### config.mk
export PLATFORM = sky130hd
export DESIGN_NAME = color_key_bounding_box_top
export DESIGN_NICKNAME = d
export VERILOG_FILES = /design/src/ckbb_pkg.sv /design/src/color_key_bounding_box_top.sv
export VERILOG_INCLUDE_DIRS = /design/src /design/src/src
export SDC_FILE = /design/constraint.sdc
export NUM_CORES = 1
export LEC_CHECK = 0
export ABC_AREA = 1
export BUFFER_PORTS_ARGS = -buffer_cell sky130_fd_sc_hd__buf_2
export CAP_MARGIN = 20
export CORE_ASPECT_RATIO = 1.1
export CORE_MARGIN = 2
export CORE_UTILIZATION = 40
export CTS_BUF_LIST = sky130_fd_sc_hd__clkbuf_16
export DETAILED_ROUTE_END_ITERATION = 12
export PLACE_DENSITY = 0.64
export SLEW_MARGIN = 10
export SYNTH_ARGS = -nofsm -noshare
export SYNTH_HDL_FRONTEND = slang
export SYNTH_SLANG_ARGS = --single-unit
### constraint.sdc
create_clock -name clock -period 5.4 [get_ports clock]
set_input_delay 0.27 -clock clock [delete_from_list [all_inputs] [get_ports clock]]
set_output_delay 0.27 -clock clock [all_outputs]
set_load 0.05 [all_outputs]
### src/color_key_bounding_box_top_defines.svh
// ---------------------------------------------------------------------------
// Assertion macros
// Shared concurrent assertion forms for the colour-key bounding box block.
// ---------------------------------------------------------------------------
`ifndef COLOR_KEY_BOUNDING_BOX_TOP_DEFINES_SVH
`define COLOR_KEY_BOUNDING_BOX_TOP_DEFINES_SVH

// same-cycle implication, sampled on the rising clock edge
`define CKBB_ASSERT_SAME(label, ante, cons, msg) \
   label: assert property (@(posedge clock) disable iff (reset) (ante) |-> (cons)) \
      else $error(msg);

// next-cycle implication, sampled on the rising clock edge
`define CKBB_ASSERT_NEXT(label, ante, cons, msg) \
   label: assert property (@(posedge clock) disable iff (reset) (ante) |=> (cons)) \
      else $error(msg);

`endif

### src/ckbb_pkg.sv
// ---------------------------------------------------------------------------
// Colour-key bounding box package
// Widths, register indexes and the result item type.
// ---------------------------------------------------------------------------
package ckbb_pkg;

   localparam int MAX_WIDTH  = 2048;
   localparam int MAX_HEIGHT = 2048;

   localparam int COMP_W  = 8;
   localparam int SIZE_W  = 12;
   localparam int COORD_W = 11;
   localparam int CSR_IDX_W  = 3;
   localparam int CSR_DATA_W = 12;
   localparam int REQ_DATA_W = 24;
   localparam int RSP_DATA_W = 72;
   localparam int RSP_PAD_W  = RSP_DATA_W - 3 * COMP_W - 4 * COORD_W;

   localparam logic [COMP_W-1:0] BLUE_BELOW_RESET  = 8'd100;
   localparam logic [COMP_W-1:0] GREEN_ABOVE_RESET = 8'd130;
   localparam logic [COMP_W-1:0] RED_ABOVE_RESET   = 8'd170;
   localparam logic [SIZE_W-1:0] WIDTH_RESET       = 12'd640;
   localparam logic [SIZE_W-1:0] HEIGHT_RESET      = 12'd480;

   typedef enum logic [CSR_IDX_W-1:0] {
      REG_BLUE_BELOW   = 3'd0,
      REG_GREEN_ABOVE  = 3'd1,
      REG_RED_ABOVE    = 3'd2,
      REG_FRAME_WIDTH  = 3'd3,
      REG_FRAME_HEIGHT = 3'd4
   } csr_index_type;

   typedef struct packed {
      logic [COORD_W-1:0] span_y;
      logic [COORD_W-1:0] span_x;
      logic [COORD_W-1:0] top;
      logic [COORD_W-1:0] left;
      logic               found;
      logic               done;
      logic [COMP_W-1:0]  red;
      logic [COMP_W-1:0]  green;
      logic [COMP_W-1:0]  blue;
   } rsp_item_type;

endpackage

### src/color_key_bounding_box_top.sv
// ---------------------------------------------------------------------------
// Colour-key bounding box
// Blanks key-coloured pixels and reports the box around them once a frame.
// ---------------------------------------------------------------------------
//  channel | direction | transfer contents
//  req_    | in        | one BGR pixel, raster order
//  rsp_    | out       | pixel out; box report with tlast on the frame's last pixel
//  csr_    | in        | register write, index and data, no read-back
//
//  One pixel per clock while the skid stage is not full; each result is registered before it leaves.
//  The throughput is set by the single compare and min/max update stage.
//  A two-entry output register and skid stage hold results while rsp_ stalls;
//  req_tready drops only when both are full.
//  Synchronous active-high reset restores the register defaults and clears the
//  counters, trackers and both output entries.
`include "color_key_bounding_box_top_defines.svh"

module color_key_bounding_box_top (
   input  logic                              clock,
   input  logic                              reset,
   // pixel_blue [7:0], pixel_green [15:8], pixel_red [23:16]
   input  logic [ckbb_pkg::REQ_DATA_W-1:0]  req_tdata,
   input  logic                              req_tvalid,
   output logic                              req_tready,
   // out_blue [7:0], out_green [15:8], out_red [23:16], box_left [34:24],
   // box_top [45:35], box_span_x [56:46], box_span_y [67:57], zero pad [71:68]
   output logic [ckbb_pkg::RSP_DATA_W-1:0]  rsp_tdata,
   // box_found [0]
   output logic                              rsp_tuser,
   output logic                              rsp_tlast,
   output logic                              rsp_tvalid,
   input  logic                              rsp_tready,
   input  logic                              csr_we,
   input  logic [ckbb_pkg::CSR_IDX_W-1:0]   csr_index,
   input  logic [ckbb_pkg::CSR_DATA_W-1:0]  csr_wdata
);

   localparam int CW = ckbb_pkg::COORD_W;
   localparam int SW = ckbb_pkg::SIZE_W;

   logic [ckbb_pkg::COMP_W-1:0] blue_below_ff, green_above_ff, red_above_ff;
   logic [SW-1:0]               width_ff, height_ff;

   logic [CW-1:0] col_ff, col_in, row_ff, row_in;
   logic [CW-1:0] min_col_ff, min_col_in, max_col_ff, max_col_in;
   logic [CW-1:0] min_row_ff, min_row_in, max_row_ff, max_row_in;
   logic          any_ff, any_in;

   ckbb_pkg::rsp_item_type out_ff, out_in, skid_ff, skid_in, item;
   logic                   out_valid_ff, out_valid_in, skid_valid_ff, skid_valid_in;

   logic [ckbb_pkg::COMP_W-1:0] pix_b, pix_g, pix_r;
   logic [SW-1:0]  width_dec, height_dec;
   logic [CW-1:0]  col_last, row_last;
   logic [CW-1:0]  min_col_t, max_col_t, min_row_t, max_row_t;
   logic           hit, line_end, frame_end, accept, out_free;

   // configuration registers
   always_ff @(posedge clock) begin
      if (reset) begin
         blue_below_ff  <= ckbb_pkg::BLUE_BELOW_RESET;
         green_above_ff <= ckbb_pkg::GREEN_ABOVE_RESET;
         red_above_ff   <= ckbb_pkg::RED_ABOVE_RESET;
         width_ff       <= ckbb_pkg::WIDTH_RESET;
         height_ff      <= ckbb_pkg::HEIGHT_RESET;
      end else if (csr_we) begin
         unique case (ckbb_pkg::csr_index_type'(csr_index))
            ckbb_pkg::REG_BLUE_BELOW:   blue_below_ff  <= csr_wdata[ckbb_pkg::COMP_W-1:0];
            ckbb_pkg::REG_GREEN_ABOVE:  green_above_ff <= csr_wdata[ckbb_pkg::COMP_W-1:0];
            ckbb_pkg::REG_RED_ABOVE:    red_above_ff   <= csr_wdata[ckbb_pkg::COMP_W-1:0];
            ckbb_pkg::REG_FRAME_WIDTH:  width_ff       <= csr_wdata[SW-1:0];
            ckbb_pkg::REG_FRAME_HEIGHT: height_ff      <= csr_wdata[SW-1:0];
            default: ;
         endcase
      end
   end

   // clamp frame size to 1..max and take the last column and row
   assign width_dec  = width_ff - SW'(1);
   assign height_dec = height_ff - SW'(1);

   always_comb begin
      if (width_ff == '0) begin
         col_last = '0;
      end else if (width_ff > SW'(ckbb_pkg::MAX_WIDTH)) begin
         col_last = CW'(ckbb_pkg::MAX_WIDTH - 1);
      end else begin
         col_last = width_dec[CW-1:0];
      end
      if (height_ff == '0) begin
         row_last = '0;
      end else if (height_ff > SW'(ckbb_pkg::MAX_HEIGHT)) begin
         row_last = CW'(ckbb_pkg::MAX_HEIGHT - 1);
      end else begin
         row_last = height_dec[CW-1:0];
      end
   end

   assign pix_b = req_tdata[7:0];
   assign pix_g = req_tdata[15:8];
   assign pix_r = req_tdata[23:16];

   assign hit = (pix_b < blue_below_ff) && (pix_g > green_above_ff)
                && (pix_r > red_above_ff);
   assign line_end  = col_ff >= col_last;
   assign frame_end = line_end && (row_ff >= row_last);

   // trackers including this pixel
   always_comb begin
      min_col_t = min_col_ff;
      max_col_t = max_col_ff;
      min_row_t = min_row_ff;
      max_row_t = max_row_ff;
      if (hit) begin
         if (!any_ff || col_ff < min_col_ff) min_col_t = col_ff;
         if (!any_ff || col_ff > max_col_ff) max_col_t = col_ff;
         if (!any_ff || row_ff < min_row_ff) min_row_t = row_ff;
         if (!any_ff || row_ff > max_row_ff) max_row_t = row_ff;
      end
   end

   always_comb begin
      item.blue   = hit ? '0 : pix_b;
      item.green  = hit ? '0 : pix_g;
      item.red    = hit ? '0 : pix_r;
      item.done   = frame_end;
      item.found  = frame_end && (any_ff || hit);
      item.left   = item.found ? min_col_t : '0;
      item.top    = item.found ? min_row_t : '0;
      item.span_x = item.found ? (max_col_t - min_col_t) : '0;
      item.span_y = item.found ? (max_row_t - min_row_t) : '0;
   end

   assign accept = req_tvalid && req_tready;

   // counters and trackers
   always_comb begin
      col_in     = col_ff;
      row_in     = row_ff;
      min_col_in = min_col_ff;
      max_col_in = max_col_ff;
      min_row_in = min_row_ff;
      max_row_in = max_row_ff;
      any_in     = any_ff;
      if (accept) begin
         if (frame_end) begin
            col_in     = '0;
            row_in     = '0;
            min_col_in = '1;
            max_col_in = '0;
            min_row_in = '1;
            max_row_in = '0;
            any_in     = 1'b0;
         end else begin
            min_col_in = min_col_t;
            max_col_in = max_col_t;
            min_row_in = min_row_t;
            max_row_in = max_row_t;
            any_in     = any_ff || hit;
            if (line_end) begin
               col_in = '0;
               row_in = row_ff + CW'(1);
            end else begin
               col_in = col_ff + CW'(1);
            end
         end
      end
   end

   always_ff @(posedge clock) begin
      if (reset) begin
         col_ff     <= '0;
         row_ff     <= '0;
         min_col_ff <= '1;
         max_col_ff <= '0;
         min_row_ff <= '1;
         max_row_ff <= '0;
         any_ff     <= 1'b0;
      end else begin
         col_ff     <= col_in;
         row_ff     <= row_in;
         min_col_ff <= min_col_in;
         max_col_ff <= max_col_in;
         min_row_ff <= min_row_in;
         max_row_ff <= max_row_in;
         any_ff     <= any_in;
      end
   end

   // output register and skid stage
   assign req_tready = !skid_valid_ff;
   assign out_free   = !out_valid_ff || rsp_tready;

   always_comb begin
      out_in        = out_ff;
      out_valid_in  = out_valid_ff;
      skid_in       = skid_ff;
      skid_valid_in = skid_valid_ff;
      if (out_free) begin
         if (skid_valid_ff) begin
            out_in        = skid_ff;
            out_valid_in  = 1'b1;
            skid_valid_in = 1'b0;
         end else begin
            out_in       = item;
            out_valid_in = accept;
         end
      end else if (accept) begin
         skid_in       = item;
         skid_valid_in = 1'b1;
      end
   end

   always_ff @(posedge clock) begin
      if (reset) begin
         out_valid_ff  <= 1'b0;
         skid_valid_ff <= 1'b0;
      end else begin
         out_valid_ff  <= out_valid_in;
         skid_valid_ff <= skid_valid_in;
      end
   end

   always_ff @(posedge clock) begin
      out_ff  <= out_in;
      skid_ff <= skid_in;
   end

   assign rsp_tvalid = out_valid_ff;
   assign rsp_tlast  = out_ff.done;
   assign rsp_tuser  = out_ff.found;
   assign rsp_tdata  = {{ckbb_pkg::RSP_PAD_W{1'b0}}, out_ff.span_y, out_ff.span_x,
                        out_ff.top, out_ff.left, out_ff.red, out_ff.green, out_ff.blue};

   `CKBB_ASSERT_SAME(a_skid_behind_out, skid_valid_ff, out_valid_ff, "skid full with output empty")
   `CKBB_ASSERT_NEXT(a_stall_fills_skid, accept && out_valid_ff && !rsp_tready, skid_valid_ff, "stalled transfer not held in skid")
   `CKBB_ASSERT_SAME(a_idle_trackers, !any_ff, min_col_ff == '1 && max_col_ff == '0 && min_row_ff == '1 && max_row_ff == '0, "trackers moved without a match")
   `CKBB_ASSERT_SAME(a_box_only_on_last, rsp_tvalid && !rsp_tlast, !rsp_tuser && rsp_tdata[67:24] == '0, "box report outside frame end")

endmodule

==> metrics.json, run 1 <==
{
  "clock-skew-final_ps": 15.4,
  "leakage_power_nw": 7.65,
  "grt_first_pass_wirelength_um": 55000,
  "utilization": 0.462,
  "postCtsSetupRepairBufs": 0,
  "synth.yosys.warnings": 0,
  "max_cap_viol_count": 0,
  "routedWlPerCell_um": 14.3,
  "postLayoutCellArea_um2": 16200,
  "htree_num_levels": 1,
  "synthTopCellsByArea": "sky130_fd_sc_hd__edfxtp_1 29%, sky130_fd_sc_hd__dfxtp_1 16%, sky130_fd_sc_hd__nand2_1 14%",
  "cts_made_buffers": 29,
  "yosys_register_bits": 257,
  "design_power_total_mw": 4.98,
  "gp_congestion": 0.854,
  "proportion_of_layout_cells_with_a_drive_suffix_above_1": 0.118,
  "tritoncts": "done",
  "outcome": "finished, final reports clean",
  "highest-signal-layer": "met4",
  "netlist_area_um2": 14300,
  "post_layout_nonfiller_instances": 2339,
  "die_h_um": 202,
  "fin_nets": 2029,
  "cts.sinks": 257,
  "clk_transition_reported_paths_ps": 60,
  "die_width_um": 184,
  "synth-xor-area-share": 0.0117,
  "synth_area_per_cell_um2": 8.08,
  "post_synth_mux_area_share": 0,
  "timing.critical_path.to_type": "flop",
  "power.ir.vdd_worst_mv": 0.223,
  "drt-met1-wl_um": 14900,
  "cp-start-kind": "flop",
  "grt_setup_unrepaired": "false",
  "synthDominantCellAreaShare": 0.295,
  "fp.coreArea_um2": 35100,
  "fmaxAchievable_ghz": 0.233,
  "initial_antenna_violation_count": 1,
  "fin_setup_tns_ps": 0,
  "critPathBufInv": 4,
  "setup_viol": 0,
  "route.detailed.drc": 0,
  "post_dp_cell_area_um2": 15200,
  "power_density_nw_per_um2": 307,
  "first_global_vias": 11124,
  "report.final.hold_viol_count": 0,
  "cts-root-buf": "sky130_fd_sc_hd__clkbuf_16",
  "dominant_combinational_cell_family_by_area_after_synthesis": "simple AND/OR/NAND/NOR gates",
  "yosys.cell_types.count": 44,
  "clk_latency_ps": 560,
  "routed_wl_um": 33400,
  "synth_largest_area_cell": "sky130_fd_sc_hd__edfxtp_1",
  "crit_path_cell_trace": "inv_1, ha_1, nand2_1, nor4_1, nor2_1, inv_1, o21ai_0, o21ai_0, ha_1, nand2_1, nor2_1, a211oi_1, nand4_1, nand2_1, nor2_4, inv_2, buf_4, nor2_1, nand2_1, nand2_1",
  "global_route_total_usage_across_every_layer": 0.182,
  "dieArea_um2": 37200,
  "critPathKind": "flop to flop",
  "postSynthCellCount": 1764,
  "worst_path_largest_cell_delay_ps": 450,
  "routed-wl-met2_um": 15600,
  "min_delay_path_class": "primary input to flop",
  "detail_route.vias_per_cell": 4.92,
  "area.growth.synth_to_final_pct": 13.8,
  "yosys.area_share.adder": 0.102,
  "total_grt_overflow": 0,
  "io_pins": 120,
  "seq_area_frac_synth": 0.459,
  "critical_path.most_common_cell": "sky130_fd_sc_hd__nand2_1",
  "critical_path.top_delay_family": "simple AND/OR/NAND/NOR gates",
  "floorplan.rows": 72,
  "maxSlewHeadroom": 0.343,
  "port_buffers": 115,
  "worst_path_slowest_cell": "sky130_fd_sc_hd__inv_2",
  "final_min_period_over_clock_period": 0.796,
  "grt_start_max_net_pins": 76,
  "clockBufferDepth": 3,
  "floorplan.initialDensity": 0.406,
  "timing.critical_path.required_ps": 5710,
  "detailed_route_iter0_violations": 651,
  "place_hpwl_um": 24100,
  "synth-compound-area-share": 0.115,
  "synthSimpleGateAreaFrac": 0.231,
  "period_minus_slack_ps": 4300,
  "route.met3.wl_um": 1720,
  "num_vias": 11509,
  "drtAntennaViolNets": 0,
  "critical_path.max_fanout": 20,
  "cp_data_arrival_time_ps": 4610,
  "post-place-cells": 2280,
  "timing.final.max_slew_violations": 0,
  "initial_drt_pass_iterations": 5,
  "tightest_slew_ps": 986
}
sequential cells by signal, indices dropped and copies added (netlist names), 8 cells and up:
signal and count:
blue_below_ff 8, row_ff 11, rsp_tdata 68, skid_ff 70, max_col_ff 11, height_ff 12, red_above_ff 8, min_row_ff 11
green_above_ff 8, col_ff 11, min_col_ff 11, width_ff 12, max_row_ff 11
placed cells by master, fill, tap and decap left out, types with 4 or more instances in the layout:
master,synthesis,final
sky130_fd_sc_hd__nor2_4,18,19
sky130_fd_sc_hd__bufinv_16,0,5
sky130_fd_sc_hd__conb_1,1,4
sky130_fd_sc_hd__o21ai_2,18,18
sky130_fd_sc_hd__o211ai_1,31,31
sky130_fd_sc_hd__inv_1,221,225
sky130_fd_sc_hd__clkbuf_16,0,29
sky130_fd_sc_hd__a21o_1,4,4
sky130_fd_sc_hd__nor2_2,4,4
sky130_fd_sc_hd__nor3_1,12,12
sky130_fd_sc_hd__clkinv_1,2,8
sky130_fd_sc_hd__o21ai_1,8,8
sky130_fd_sc_hd__ha_1,113,113
sky130_fd_sc_hd__dfxtp_1,117,116
sky130_fd_sc_hd__nor2_1,152,151
sky130_fd_sc_hd__nand3_1,48,48
sky130_fd_sc_hd__xnor2_1,4,4
sky130_fd_sc_hd__nand4_1,14,14
sky130_fd_sc_hd__nand2_1,541,541
sky130_fd_sc_hd__a211oi_1,4,4
sky130_fd_sc_hd__o21ai_0,96,96
sky130_fd_sc_hd__o21a_1,5,5
sky130_fd_sc_hd__buf_4,5,16
sky130_fd_sc_hd__edfxtp_1,140,140
sky130_fd_sc_hd__clkinv_2,0,5
sky130_fd_sc_hd__xor2_1,15,15
sky130_fd_sc_hd__buf_2,16,115
sky130_fd_sc_hd__a21oi_1,110,110
cell families (layout without fill, tap and decap cells):
group / after synthesis / count (layout)
adder cells (fa/ha/maj): 115 / 115
flip-flops: 257 / 257
XOR/XNOR: 19 / 19
AND/OR/NAND/NOR: 800 / 800
other: 1 / 6
AO/OA/AOI/OAI: 286 / 286
buffers and inverters: 286 / 412
synth_stat cells (all sizes together):
cell and number:
a221oi 1, nor2 174, nor3 13, o31ai 3, o211ai 31, o21a 5, o22ai 2, a21o 4
xor2 15, nand4 14, ha 113, nor3b 1, nor4 3, a21oi 110, or2 1, nand3 48
o32ai 1, nand3b 2, conb 1, nand2 544, o21ai 122, clkinv 2, o2111ai 1, a211oi 4
dfxtp 117, o21bai 1, fa 2, xnor2 4, a31oi 1, inv 222, clkbuf 32, edfxtp 140
buf 30
worst reg2reg max path, delay by kind of cell (launching register included):
| kind | cells | cell delay, ps |
|---|---|---|
| AO/OA/AOI/OAI | 3 | 450 |
| adder cells (fa/ha/maj) | 2 | 470 |
| buffers and inverters | 4 | 1140 |
| flip-flops | 1 | 310 |
| AND/OR/NAND/NOR | 11 | 1690 |
layer usage:
metal  track usage  up-vias
li1              -     5971
met1         0.234     5237
met2         0.306      238
met3        0.0303       63
met4        0.0717        0
met5             0        -
metrics by stage:
| stage | setup slack, ps | hold slack [ps] |
|---|---|---|
| global placement | 1130 | 445 |
| finish | 1100 | 16.9 |
| floorplan | 7.25 | 383 |
| CTS | 1110 | 0.338 |
| global route | 672 | 23.4 |
| detailed placement | 1120 | 456 |
report_power, final:
group          internal (mW)  switching, mW
clock network           1.21          0.808
registers               2.15         0.0362
logic                  0.218          0.546
layout make-up:
cell class                 count  area, um2
sequential                   257       6550
clock buffer                  29        726
antenna                        2       5.00
timing repair buffer         134        726
fill                        3461      18900
tap                          444        556
clock inverter                25        249
multi-input combinational   1224       6570
inverter                     224        842
final timing paths:
path                         startpoint                          to  slack (ps)  cells past startpoint
min reg2reg  max_col_ff[8]$_SDFFE_PP0P_  max_col_ff[8]$_SDFFE_PP0P_         470                      2
max reg2reg   height_ff[0]$_SDFFE_PP0P_     rsp_tdata[31]$_DFFE_PP_        1100                     20
max           height_ff[0]$_SDFFE_PP0P_     rsp_tdata[31]$_DFFE_PP_        1100                     20
min                       csr_wdata[11]  height_ff[11]$_SDFFE_PP0P_          20                      3
what timing repair did:
item | in CTS | in global routing
hold buffers | 3 | 0
gates resized for setup | 0 | 0
hold endpoints to repair | 5 | 0
(Power assumes the default switching activity.)
==> inputs of run 2 (changes only) <==
Settings changed: ABC_AREA 1 to 0, PLACE_DENSITY 0.64 to 0.62.
Clock period 5.4 ns to 4.1 ns, I/O delays scaled along.
==> run 2 against run 1 <==
The flow now finishes with violations (setup timing). Critical path depth did not move. Worst setup slack got worse by 1200 ps. Total power rose by 20%. Synthesized area fell by 1.1%. Flip-flop and latch count did not move. Non-clock buffer count rose by 152. Hold slack improved by 14 ps. Global-route usage barely moved. Maximum frequency rose by 1.4%. Count of clock-buffer cells in the layout rose by 1. Clock skew fell by 6.1 ps. Critical endpoint is now rsp_tdata[67]$_DFFE_PP_.
==> metrics.json, run 2 <==
{
  "global_route_total_usage_across_every_layer": {"value": 0.182, "change": "about the same"},
  "timing.final.max_slew_violations": {"value": 0, "change": "unchanged"},
  "antenna_cells": {"value": 0, "change": "was 2"},
  "die_width": {"value": 183, "unit": "um", "change": "was 184 um"},
  "outcome": {"value": "finished, violations left", "change": "was finished, final reports clean"},
  "netlist_area": {"value": 14100, "unit": "um2", "change": "was 14,300 um2"},
  "seq_area_frac_synth": {"value": 0.464, "change": "was 0.459"},
  "total_grt_overflow": {"value": 0, "change": "unchanged"},
  "setup_viol": {"value": 8, "change": "was 0"},
  "power.combinational.fraction": {"value": 0.131, "change": "was 0.154"},
  "initial_antenna_violation_count": {"value": 0, "change": "was 1"},
  "maxSlewHeadroom": {"value": 0.363, "change": "was 0.343"},
  "cts.sinks": {"value": 257, "change": "unchanged"},
  "route.detailed.drc": {"value": 0, "change": "unchanged"},
  "first_global_vias": {"value": 11031, "change": "was 11,124"},
  "post_layout_nonfiller_instances": {"value": 2162, "change": "was 2,339"},
  "yosys_register_bits": {"value": 257, "change": "unchanged"},
  "grt_start_max_net_pins": {"value": 96, "change": "was 76"},
  "synth_area_per_cell": {"value": 9.68, "unit": "um2", "change": "was 8.08 um2"},
  "power_density": {"value": 340, "unit": "nW/um2", "change": "was 307 nW/um2"},
  "utilization": {"value": 0.502, "change": "was 0.462"},
  "critical_path.max_fanout": {"value": 4, "change": "was 20"},
  "critical_path.most_common_cell": {"value": "sky130_fd_sc_hd__a21o_1", "change": "was sky130_fd_sc_hd__nand2_1"},
  "place_hpwl": {"value": 24200, "unit": "um", "change": "was 24,100 um"},
  "synth_enable_flop_cells": {"value": 140, "change": "unchanged"},
  "detailed_route_iter0_violations": {"value": 614, "change": "was 651"},
  "crit_path_cell_trace": {"value": "inv_2, ha_4, a21o_1, a21o_1, a2111oi_4, o221ai_4, buf_6, or3_4, a21oi_2, ha_2, inv_2, fa_2, a21o_1, a21oi_2, o21ai_2, o41ai_2, o21a_1, nand2_1, a311o_1, o211ai_2", "change": "was inv_1, ha_1, nand2_1, nor4_1, nor2_1, inv_1, o21ai_0, o21ai_0, ha_1, nand2_1, nor2_1, a211oi_1, nand4_1, nand2_1, nor2_4, inv_2, buf_4, nor2_1, nand2_1, nand2_1"},
  "power_frac_seq": {"value": 0.476, "change": "was 0.440"},
  "floorplan.rows": {"value": 72, "change": "unchanged"},
  "tightest_slew": {"value": 956, "unit": "ps", "change": "was 986 ps"},
  "power_switching": {"value": 1.57, "unit": "mW", "change": "was 1.39 mW"},
  "p_int": {"value": 4.39, "unit": "mW", "change": "was 3.58 mW"},
  "area.growth.synth_to_final": {"value": 24.3, "unit": "%", "change": "was 13.8%"},
  "io_pins": {"value": 120, "change": "unchanged"},
  "detail_route.vias_per_cell": {"value": 5.17, "change": "was 4.92"},
  "max_cap_viol_count": {"value": 0, "change": "unchanged"},
  "timing.critical_path.to_type": {"value": "flop", "change": "unchanged"},
  "cp-start-kind": {"value": "flop", "change": "unchanged"},
  "proportion_of_layout_cells_with_a_drive_suffix_above_1": {"value": 0.239, "change": "was 0.118"},
  "power_switching_share": {"value": 0.264, "change": "was 0.280"},
  "async_reset_ff_frac": {"value": 0, "change": "unchanged"},
  "synth_largest_area_cell": {"value": "sky130_fd_sc_hd__edfxtp_1", "change": "unchanged"},
  "cts_made_buffers": {"value": 29, "change": "unchanged"},
  "period_minus_slack": {"value": 4240, "unit": "ps", "change": "was 4300 ps"},
  "tritoncts": {"value": "done", "change": "unchanged"},
  "fp.coreArea": {"value": 35000, "unit": "um2", "change": "was 35,100 um2"},
  "clk_transition_reported_paths": {"value": 60, "unit": "ps", "change": "about the same"},
  "yosys.cell_types.count": {"value": 71, "change": "was 44"},
  "routed_wl": {"value": 33800, "unit": "um", "change": "was 33,400 um"},
  "floorplan.initialDensity": {"value": 0.403, "change": "was 0.406"},
  "fmaxAchievable": {"value": 0.236, "unit": "GHz", "change": "was 0.233 GHz"},
  "postSynth.topFlopCell": {"value": "sky130_fd_sc_hd__edfxtp_1", "change": "unchanged"},
  "cp_data_arrival_time": {"value": 4640, "unit": "ps", "change": "was 4610 ps"},
  "initial_drt_pass_iterations": {"value": 4, "change": "was 5"},
  "report.final.hold_viol_count": {"value": 0, "change": "unchanged"},
  "grt_setup_unrepaired": {"value": "true", "change": "was false"},
  "clockBufferDepth": {"value": 3, "change": "unchanged"},
  "synthDominantCellAreaShare": {"value": 0.298, "change": "was 0.295"},
  "num_vias": {"value": 11169, "change": "was 11,509"},
  "grt_first_pass_wirelength": {"value": 54900, "unit": "um", "change": "was 55,000 um"},
  "post-place-cells": {"value": 2060, "change": "was 2,280"},
  "seqCellArea": {"value": 6550, "unit": "um2", "change": "about the same"},
  "critPathKind": {"value": "flop to flop", "change": "unchanged"},
  "layout_common_cells": {"value": "212 x sky130_fd_sc_hd__nand2_1, 140 x sky130_fd_sc_hd__edfxtp_1, 132 x sky130_fd_sc_hd__buf_4, 121 x sky130_fd_sc_hd__nor2_1", "change": "was 541 x sky130_fd_sc_hd__nand2_1, 225 x sky130_fd_sc_hd__inv_1, 151 x sky130_fd_sc_hd__nor2_1, 140 x sky130_fd_sc_hd__edfxtp_1, 116 x sky130_fd_sc_hd__dfxtp_1"},
  "cts-root-buf": {"value": "sky130_fd_sc_hd__clkbuf_16", "change": "unchanged"},
  "setup_slack": {"value": -139, "unit": "ps", "change": "was 1100 ps"},
  "min_delay_path_class": {"value": "primary input to flop", "change": "unchanged"},
  "gp_congestion": {"value": 0.830, "change": "was 0.854"},
  "final_common_cell": {"value": "sky130_fd_sc_hd__nand2_1", "change": "unchanged"},
  "clk_latency": {"value": 560, "unit": "ps", "change": "about the same"},
  "postSynthCellCount": {"value": 1456, "change": "was 1,764"},
  "htree_num_levels": {"value": 1, "change": "unchanged"},
  "clock-skew-final": {"value": 9.35, "unit": "ps", "change": "was 15.4 ps"},
  "synthTopCellsByArea": {"value": "sky130_fd_sc_hd__edfxtp_1 30%, sky130_fd_sc_hd__dfxtp_1 17%, sky130_fd_sc_hd__ha_1 10%", "change": "was sky130_fd_sc_hd__edfxtp_1 29%, sky130_fd_sc_hd__dfxtp_1 16%, sky130_fd_sc_hd__nand2_1 14%"},
  "most_common_cell_in_the_synthesized_netlist": {"value": "sky130_fd_sc_hd__nand2_1", "change": "unchanged"},
  "regMostFlops": {"value": "skid_ff", "change": "unchanged"},
  "synth.yosys.warnings": {"value": 0, "change": "unchanged"},
  "worst_path_slowest_cell": {"value": "sky130_fd_sc_hd__a2111oi_4", "change": "was sky130_fd_sc_hd__inv_2"},
  "fin_nets": {"value": 1857, "change": "was 2,029"},
  "multiInputGateArea": {"value": 7240, "unit": "um2", "change": "was 6570 um2"},
  "power.ir.vdd_worst": {"value": 0.256, "unit": "mV", "change": "was 0.223 mV"},
  "routedWlPerCell": {"value": 15.7, "unit": "um", "change": "was 14.3 um"},
  "fin_setup_tns": {"value": -548, "unit": "ps", "change": "was 0 ps"},
  "ys_top_cells_by_count": {"value": "214 x sky130_fd_sc_hd__nand2_1, 140 x sky130_fd_sc_hd__edfxtp_1, 125 x sky130_fd_sc_hd__nor2_1, 117 x sky130_fd_sc_hd__dfxtp_1, 113 x sky130_fd_sc_hd__ha_1", "change": "was 541 x sky130_fd_sc_hd__nand2_1, 221 x sky130_fd_sc_hd__inv_1, 152 x sky130_fd_sc_hd__nor2_1, 140 x sky130_fd_sc_hd__edfxtp_1, 117 x sky130_fd_sc_hd__dfxtp_1"},
  "die_h": {"value": 201, "unit": "um", "change": "was 202 um"},
  "violations": "setup timing",
  "leakage_power": {"value": 7.39, "unit": "nW", "change": "was 7.65 nW"},
  "drtAntennaViolNets": {"value": 0, "change": "unchanged"},
  "num-fill-cells": {"value": 3212, "change": "was 3,461"},
  "worst_path_largest_cell_delay": {"value": 390, "unit": "ps", "change": "was 450 ps"},
  "final_min_period_over_clock_period": {"value": 1.03, "change": "was 0.796"},
  "timing.critical_path.required": {"value": 4500, "unit": "ps", "change": "was 5710 ps"},
  "port_buffers": {"value": 115, "change": "unchanged"},
  "clock_group_share_of_total_power": {"value": 0.393, "change": "was 0.406"},
  "largest_register_ff_count": {"value": 70, "change": "unchanged"},
  "dieArea": {"value": 36800, "unit": "um2", "change": "was 37,200 um2"}
}
-- run 2: critical path: cells and delay by family (launching register included) --
kind	cells	cell delay, ps
AOI/OAI and AO/OA	12	2330
adders and majority gates	3	740
buffers and inverters	3	280
DFF	1	310
and+or+nand+nor	2	410
-- run 2: cells by family after synthesis --
logic type               count (synthesis)  share of synthesized area
flip-flops                             257                      0.464
AND/OR/NAND/NOR                        497                      0.161
adder cells (fa/ha/maj)                117                      0.105
multiplexers                            72                     0.0548
buffers and inverters                  167                     0.0483
other                                    1                   0.000266
XOR/XNOR                                48                     0.0298
AO/OA/AOI/OAI                          297                      0.137
-- run 2: layout make-up --
type	instances	area share
clock buffers	30	0.0428
clock inverters	21	0.00564
inverters	89	0.0191
multi-input cells	1035	0.413
flip-flops and latches	257	0.374
well taps	444	0.0317
repair buffers	286	0.114
-- run 2: worst paths after layout --
path                                 startpoint                            end  slack (ps)  cells after the start
setup / recovery  blue_below_ff[5]$_SDFFE_PP1P_        rsp_tdata[67]$_DFFE_PP_        -140                     20
hold / removal                    req_tdata[21]          skid_ff[21]$_DFFE_PP_          30                      2
setup reg to reg  blue_below_ff[5]$_SDFFE_PP1P_        rsp_tdata[67]$_DFFE_PP_        -140                     20
hold reg to reg   blue_below_ff[7]$_SDFFE_PP0P_  blue_below_ff[7]$_SDFFE_PP0P_         460                      2
-- run 2: metal layers --
metal / share of wire / up-vias / GRT usage
li1: - / 5637 / -
met1: 0.45 / 5250 / 0.238
met2: 0.48 / 232 / 0.313
met3: 0.043 / 50 / 0.0250
met4: 0.022 / 0 / 0.0534
met5: 0 / - / 0
-- run 2: power groups by stage --
stage | clock network, mW | registers [mW] | logic (mW)
3_5_place_dp | 0 | 2.89 | 0.725
6_report | 2.35 | 2.84 | 0.780
4_1_cts | 2.41 | 2.84 | 0.764
3_3_place_gp | 0 | 2.89 | 0.712
5_1_grt | 2.50 | 2.84 | 0.845
2_1_floorplan | 0 | 3.06 | 0.322
-- run 2: timing repair --
action                     4_1_cts  5_1_grt
gates resized for setup         26       49
hold endpoints to repair        57        0
setup endpoints to repair       20      103
hold buffers                    29        0
pin swaps                       18       32
buffers inserted                17       11
-- run 2: metrics by stage --
stage               cell area, um2  worst slack (ps)  hold WS [ps]  power [mW]
finish                       17500              -139          31.0        5.96
floorplan                    14200              -124           323        3.39
global placement             15900              -227           440        3.60
CTS                          17300             -71.6          3.70        6.01
detailed placement           15900              -322           453        3.62
global route                 17500              -341          28.2        6.19
==> inputs of run 3 (changes only) <==
Settings changed: BUFFER_PORTS_ARGS -buffer_cell sky130_fd_sc_hd__buf_2 to unset, DONT_BUFFER_PORTS set to 1, PLACE_DENSITY 0.62 to 0.59.
==> run 3 against run 2 <==
The run still ends with setup timing left. Wire length shrank 1.9%. Global-route usage shrank 0.25 points. Clock skew shrank 1.3 ps. Flip-flop and latch count is the same. Critical path depth shrank 2. Design area shrank 3.8%. Core utilization shrank 1.9 points. Cell count shrank 5.6%. Sequential share of layout area grew 1.5 points. Maximum frequency grew 1.9%. Via count shrank 4.8%.
==> metrics.json, run 3 (same netlist as run 2, synthesis figures left out) <==
{
  "outcome": {"value": "finished, violations left", "change": "unchanged"},
  "violations": {"value": "setup timing", "change": "unchanged"},
  "layout_common_cells": {"value": "214 x sky130_fd_sc_hd__nand2_1, 140 x sky130_fd_sc_hd__edfxtp_1, 122 x sky130_fd_sc_hd__nor2_1, 120 x sky130_fd_sc_hd__buf_4, 114 x sky130_fd_sc_hd__dfxtp_1", "change": "was 212 x sky130_fd_sc_hd__nand2_1, 140 x sky130_fd_sc_hd__edfxtp_1, 132 x sky130_fd_sc_hd__buf_4, 121 x sky130_fd_sc_hd__nor2_1"},
  "postLayoutCellArea": {"value": 16900, "unit": "um2", "change": "was 17,500 um2"},
  "die_width": {"value": 183, "unit": "um", "change": "unchanged"},
  "cts.sinks": {"value": 257, "change": "unchanged"},
  "clock_group_share_of_total_power": {"value": 0.415, "change": "was 0.393"},
  "power_switching_share": {"value": 0.257, "change": "was 0.264"},
  "antenna_cells": {"value": 0, "change": "unchanged"},
  "maxSlewHeadroom": {"value": 0.379, "change": "was 0.363"},
  "die_h": {"value": 201, "unit": "um", "change": "unchanged"},
  "tightest_slew": {"value": 932, "unit": "ps", "change": "was 956 ps"},
  "grt_first_pass_wirelength": {"value": 53500, "unit": "um", "change": "was 54,900 um"},
  "gp_congestion": {"value": 0.844, "change": "was 0.830"},
  "initial_drt_pass_iterations": {"value": 5, "change": "was 4"},
  "power.ir.vdd_worst": {"value": 0.255, "unit": "mV", "change": "was 0.256 mV"},
  "io_pins": {"value": 120, "change": "unchanged"},
  "power_switching": {"value": 1.55, "unit": "mW", "change": "was 1.57 mW"},
  "leakage_power": {"value": 6.85, "unit": "nW", "change": "was 7.39 nW"},
  "critical_path.max_fanout": {"value": 6, "change": "was 4"},
  "power_frac_seq": {"value": 0.499, "change": "was 0.476"},
  "clk_latency": {"value": 560, "unit": "ps", "change": "about the same"},
  "fmaxAchievable": {"value": 0.240, "unit": "GHz", "change": "was 0.236 GHz"},
  "post-place-cells": {"value": 1939, "change": "was 2,060"},
  "worst_path_slowest_cell": {"value": "sky130_fd_sc_hd__or3_4", "change": "was sky130_fd_sc_hd__a2111oi_4"},
  "critical_path.most_common_cell": {"value": "sky130_fd_sc_hd__a21o_1", "change": "unchanged"},
  "floorplan.rows": {"value": 72, "change": "unchanged"},
  "detail_route.vias_per_cell": {"value": 5.21, "change": "was 5.17"},
  "report.final.hold_viol_count": {"value": 0, "change": "unchanged"},
  "period_minus_slack": {"value": 4160, "unit": "ps", "change": "was 4240 ps"},
  "timing.critical_path.to_type": {"value": "flop", "change": "unchanged"},
  "routed_wl": {"value": 33200, "unit": "um", "change": "was 33,800 um"},
  "cts_made_buffers": {"value": 28, "change": "was 29"},
  "grt_start_max_net_pins": {"value": 96, "change": "unchanged"},
  "fin_nets": {"value": 1735, "change": "was 1,857"},
  "design_power_total": {"value": 6.05, "unit": "mW", "change": "was 5.96 mW"},
  "detailed_route_iter0_violations": {"value": 556, "change": "was 614"},
  "htree_num_levels": {"value": 1, "change": "unchanged"},
  "power.combinational.fraction": {"value": 0.086, "change": "was 0.131"},
  "min_delay_path_class": {"value": "primary input to flop", "change": "unchanged"},
  "global_route_total_usage_across_every_layer": {"value": 0.179, "change": "was 0.182"},
  "area.growth.synth_to_final": {"value": 19.5, "unit": "%", "change": "was 24.3%"},
  "max_cap_viol_count": {"value": 0, "change": "unchanged"},
  "largest_register_ff_count": {"value": 70, "change": "unchanged"},
  "tritoncts": {"value": "done", "change": "unchanged"},
  "regMostFlops": {"value": "skid_ff", "change": "unchanged"},
  "final_min_period_over_clock_period": {"value": 1.01, "change": "was 1.03"},
  "first_global_vias": {"value": 10318, "change": "was 11,031"},
  "timing.critical_path.required": {"value": 4510, "unit": "ps", "change": "was 4500 ps"},
  "post_layout_nonfiller_instances": {"value": 2041, "change": "was 2,162"},
  "worst_path_largest_cell_delay": {"value": 410, "unit": "ps", "change": "was 390 ps"},
  "cp_data_arrival_time": {"value": 4570, "unit": "ps", "change": "was 4640 ps"},
  "final_common_cell": {"value": "sky130_fd_sc_hd__nand2_1", "change": "unchanged"},
  "post_dp_cell_area": {"value": 15300, "unit": "um2", "change": "was 15,900 um2"},
  "num_vias": {"value": 10629, "change": "was 11,169"},
  "p_int": {"value": 4.50, "unit": "mW", "change": "was 4.39 mW"},
  "clockBufferDepth": {"value": 3, "change": "unchanged"},
  "grt_setup_unrepaired": {"value": "true", "change": "unchanged"},
  "route.detailed.drc": {"value": 0, "change": "unchanged"},
  "setup_slack": {"value": -58.9, "unit": "ps", "change": "was -139 ps"},
  "routedWlPerCell": {"value": 16.3, "unit": "um", "change": "was 15.7 um"},
  "drtAntennaViolNets": {"value": 0, "change": "unchanged"},
  "clock-skew-final": {"value": 8.08, "unit": "ps", "change": "was 9.35 ps"},
  "clk_transition_reported_paths": {"value": 60, "unit": "ps", "change": "about the same"},
  "floorplan.initialDensity": {"value": 0.403, "change": "unchanged"},
  "proportion_of_layout_cells_with_a_drive_suffix_above_1": {"value": 0.167, "change": "was 0.239"},
  "fin_setup_tns": {"value": -93.1, "unit": "ps", "change": "was -548 ps"},
  "fin_hold_ws": {"value": 35.4, "unit": "ps", "change": "was 31.0 ps"},
  "fp.coreArea": {"value": 35000, "unit": "um2", "change": "unchanged"},
  "dieArea": {"value": 36800, "unit": "um2", "change": "unchanged"},
  "total_grt_overflow": {"value": 0, "change": "unchanged"},
  "power_density": {"value": 359, "unit": "nW/um2", "change": "was 340 nW/um2"},
  "place_hpwl": {"value": 23800, "unit": "um", "change": "was 24,200 um"},
  "initial_antenna_violation_count": {"value": 0, "change": "unchanged"},
  "critPathKind": {"value": "flop to flop", "change": "unchanged"},
  "port_buffers": {"value": 0, "change": "was 115"},
  "timing.final.max_slew_violations": {"value": 0, "change": "unchanged"},
  "cts-root-buf": {"value": "sky130_fd_sc_hd__clkbuf_16", "change": "unchanged"},
  "cp-start-kind": {"value": "flop", "change": "unchanged"},
  "setup_viol": {"value": 3, "change": "was 8"},
  "crit_path_cell_trace": {"value": "inv_2, ha_4, a21o_1, a21o_1, a2111oi_4, o221ai_4, or3_4, buf_4, mux2_2, ha_1, a21o_1, a21oi_2, o21ai_2, o41ai_4, o21a_1, nand2_1, a311o_1, o211ai_2", "change": "was inv_2, ha_4, a21o_1, a21o_1, a2111oi_4, o221ai_4, buf_6, or3_4, a21oi_2, ha_2, inv_2, fa_2, a21o_1, a21oi_2, o21ai_2, o41ai_2, o21a_1, nand2_1, a311o_1, o211ai_2"}
}
[run 3: cell types whose count changed in the layout (fill, tap and decap cells not counted), moves of 4 or more]
cell                            delta
sky130_fd_sc_hd__buf_2           -115
sky130_fd_sc_hd__buf_4            -12
sky130_fd_sc_hd__buf_6             -4
sky130_fd_sc_hd__dlygate4sd3_1     +8
[run 3: path summary, 6_finish.rpt]
kind | from | end | slack (ps) | cells after the start
worst min register to register | blue_below_ff[4]$_SDFFE_PP0P_ | blue_below_ff[4]$_SDFFE_PP0P_ | 460 | 2
worst max register to register | blue_below_ff[5]$_SDFFE_PP1P_ | rsp_tdata[67]$_DFFE_PP_ | -60 | 18
worst min-delay path | req_tdata[16] | skid_ff[16]$_DFFE_PP_ | 40 | 3
worst max-delay path | blue_below_ff[5]$_SDFFE_PP1P_ | rsp_tdata[67]$_DFFE_PP_ | -60 | 18
[run 3: per-stage QoR]
| step | setup WS (ps) | utilization |
|---|---|---|
| floorplan | -124 | - |
| global placement | -170 | 0.437 |
| detailed placement | -276 | 0.437 |
| CTS | -78.0 | 0.478 |
| global route | -274 | 0.482 |
| finish | -58.9 | 0.482 |
[run 3: layout make-up]
| class | instances | area (um2) |
|---|---|---|
| clock buffers | 29 | 726 |
| clock inverters | 22 | 188 |
| fillers | 3243 | 18100 |
| inverters | 89 | 334 |
| multi-input cells | 1035 | 7080 |
| flip-flops and latches | 257 | 6550 |
| well taps | 444 | 556 |
| repair buffers | 165 | 1420 |
[run 3: worst max-delay path: cells and delay by family, from the launching register on]
| kind | cells | cell delay (ps) |
|---|---|---|
| AOI/OAI and AO/OA | 11 | 2200 |
| adders and majority gates | 2 | 520 |
| DFF | 1 | 310 |
| muxes | 1 | 270 |
| buffers and inverters | 2 | 230 |
| and+or+nand+nor | 2 | 460 |
[run 3: what timing repair did]
| item | 4_1_cts | 5_1_grt |
|---|---|---|
| hold buffers | 38 | 0 |
| endpoints found under the hold margin | 126 | 0 |
| buffers inserted | 8 | 4 |
| resized for setup | 20 | 23 |
| endpoints found under the setup margin | 20 | 63 |
| pin swaps | 6 | 8 |
| cloned | 0 | 0 |
[run 3: per-layer routing]
metal	global-route usage	vias up	routed length, um
li1	-	5400	-
met1	0.238	5004	15700
met2	0.306	195	15700
met3	0.0299	30	1330
met4	0.0377	0	463
met5	0	-	0
[run 3: power by group through the flow]
stage,logic (mW),registers [mW],clock network (mW)
2_1_floorplan,0.322,3.06,0
3_3_place_gp,0.438,3.07,0
3_5_place_dp,0.448,3.08,0
4_1_cts,0.512,3.02,2.58
5_1_grt,0.579,3.03,2.67
6_report,0.519,3.02,2.51
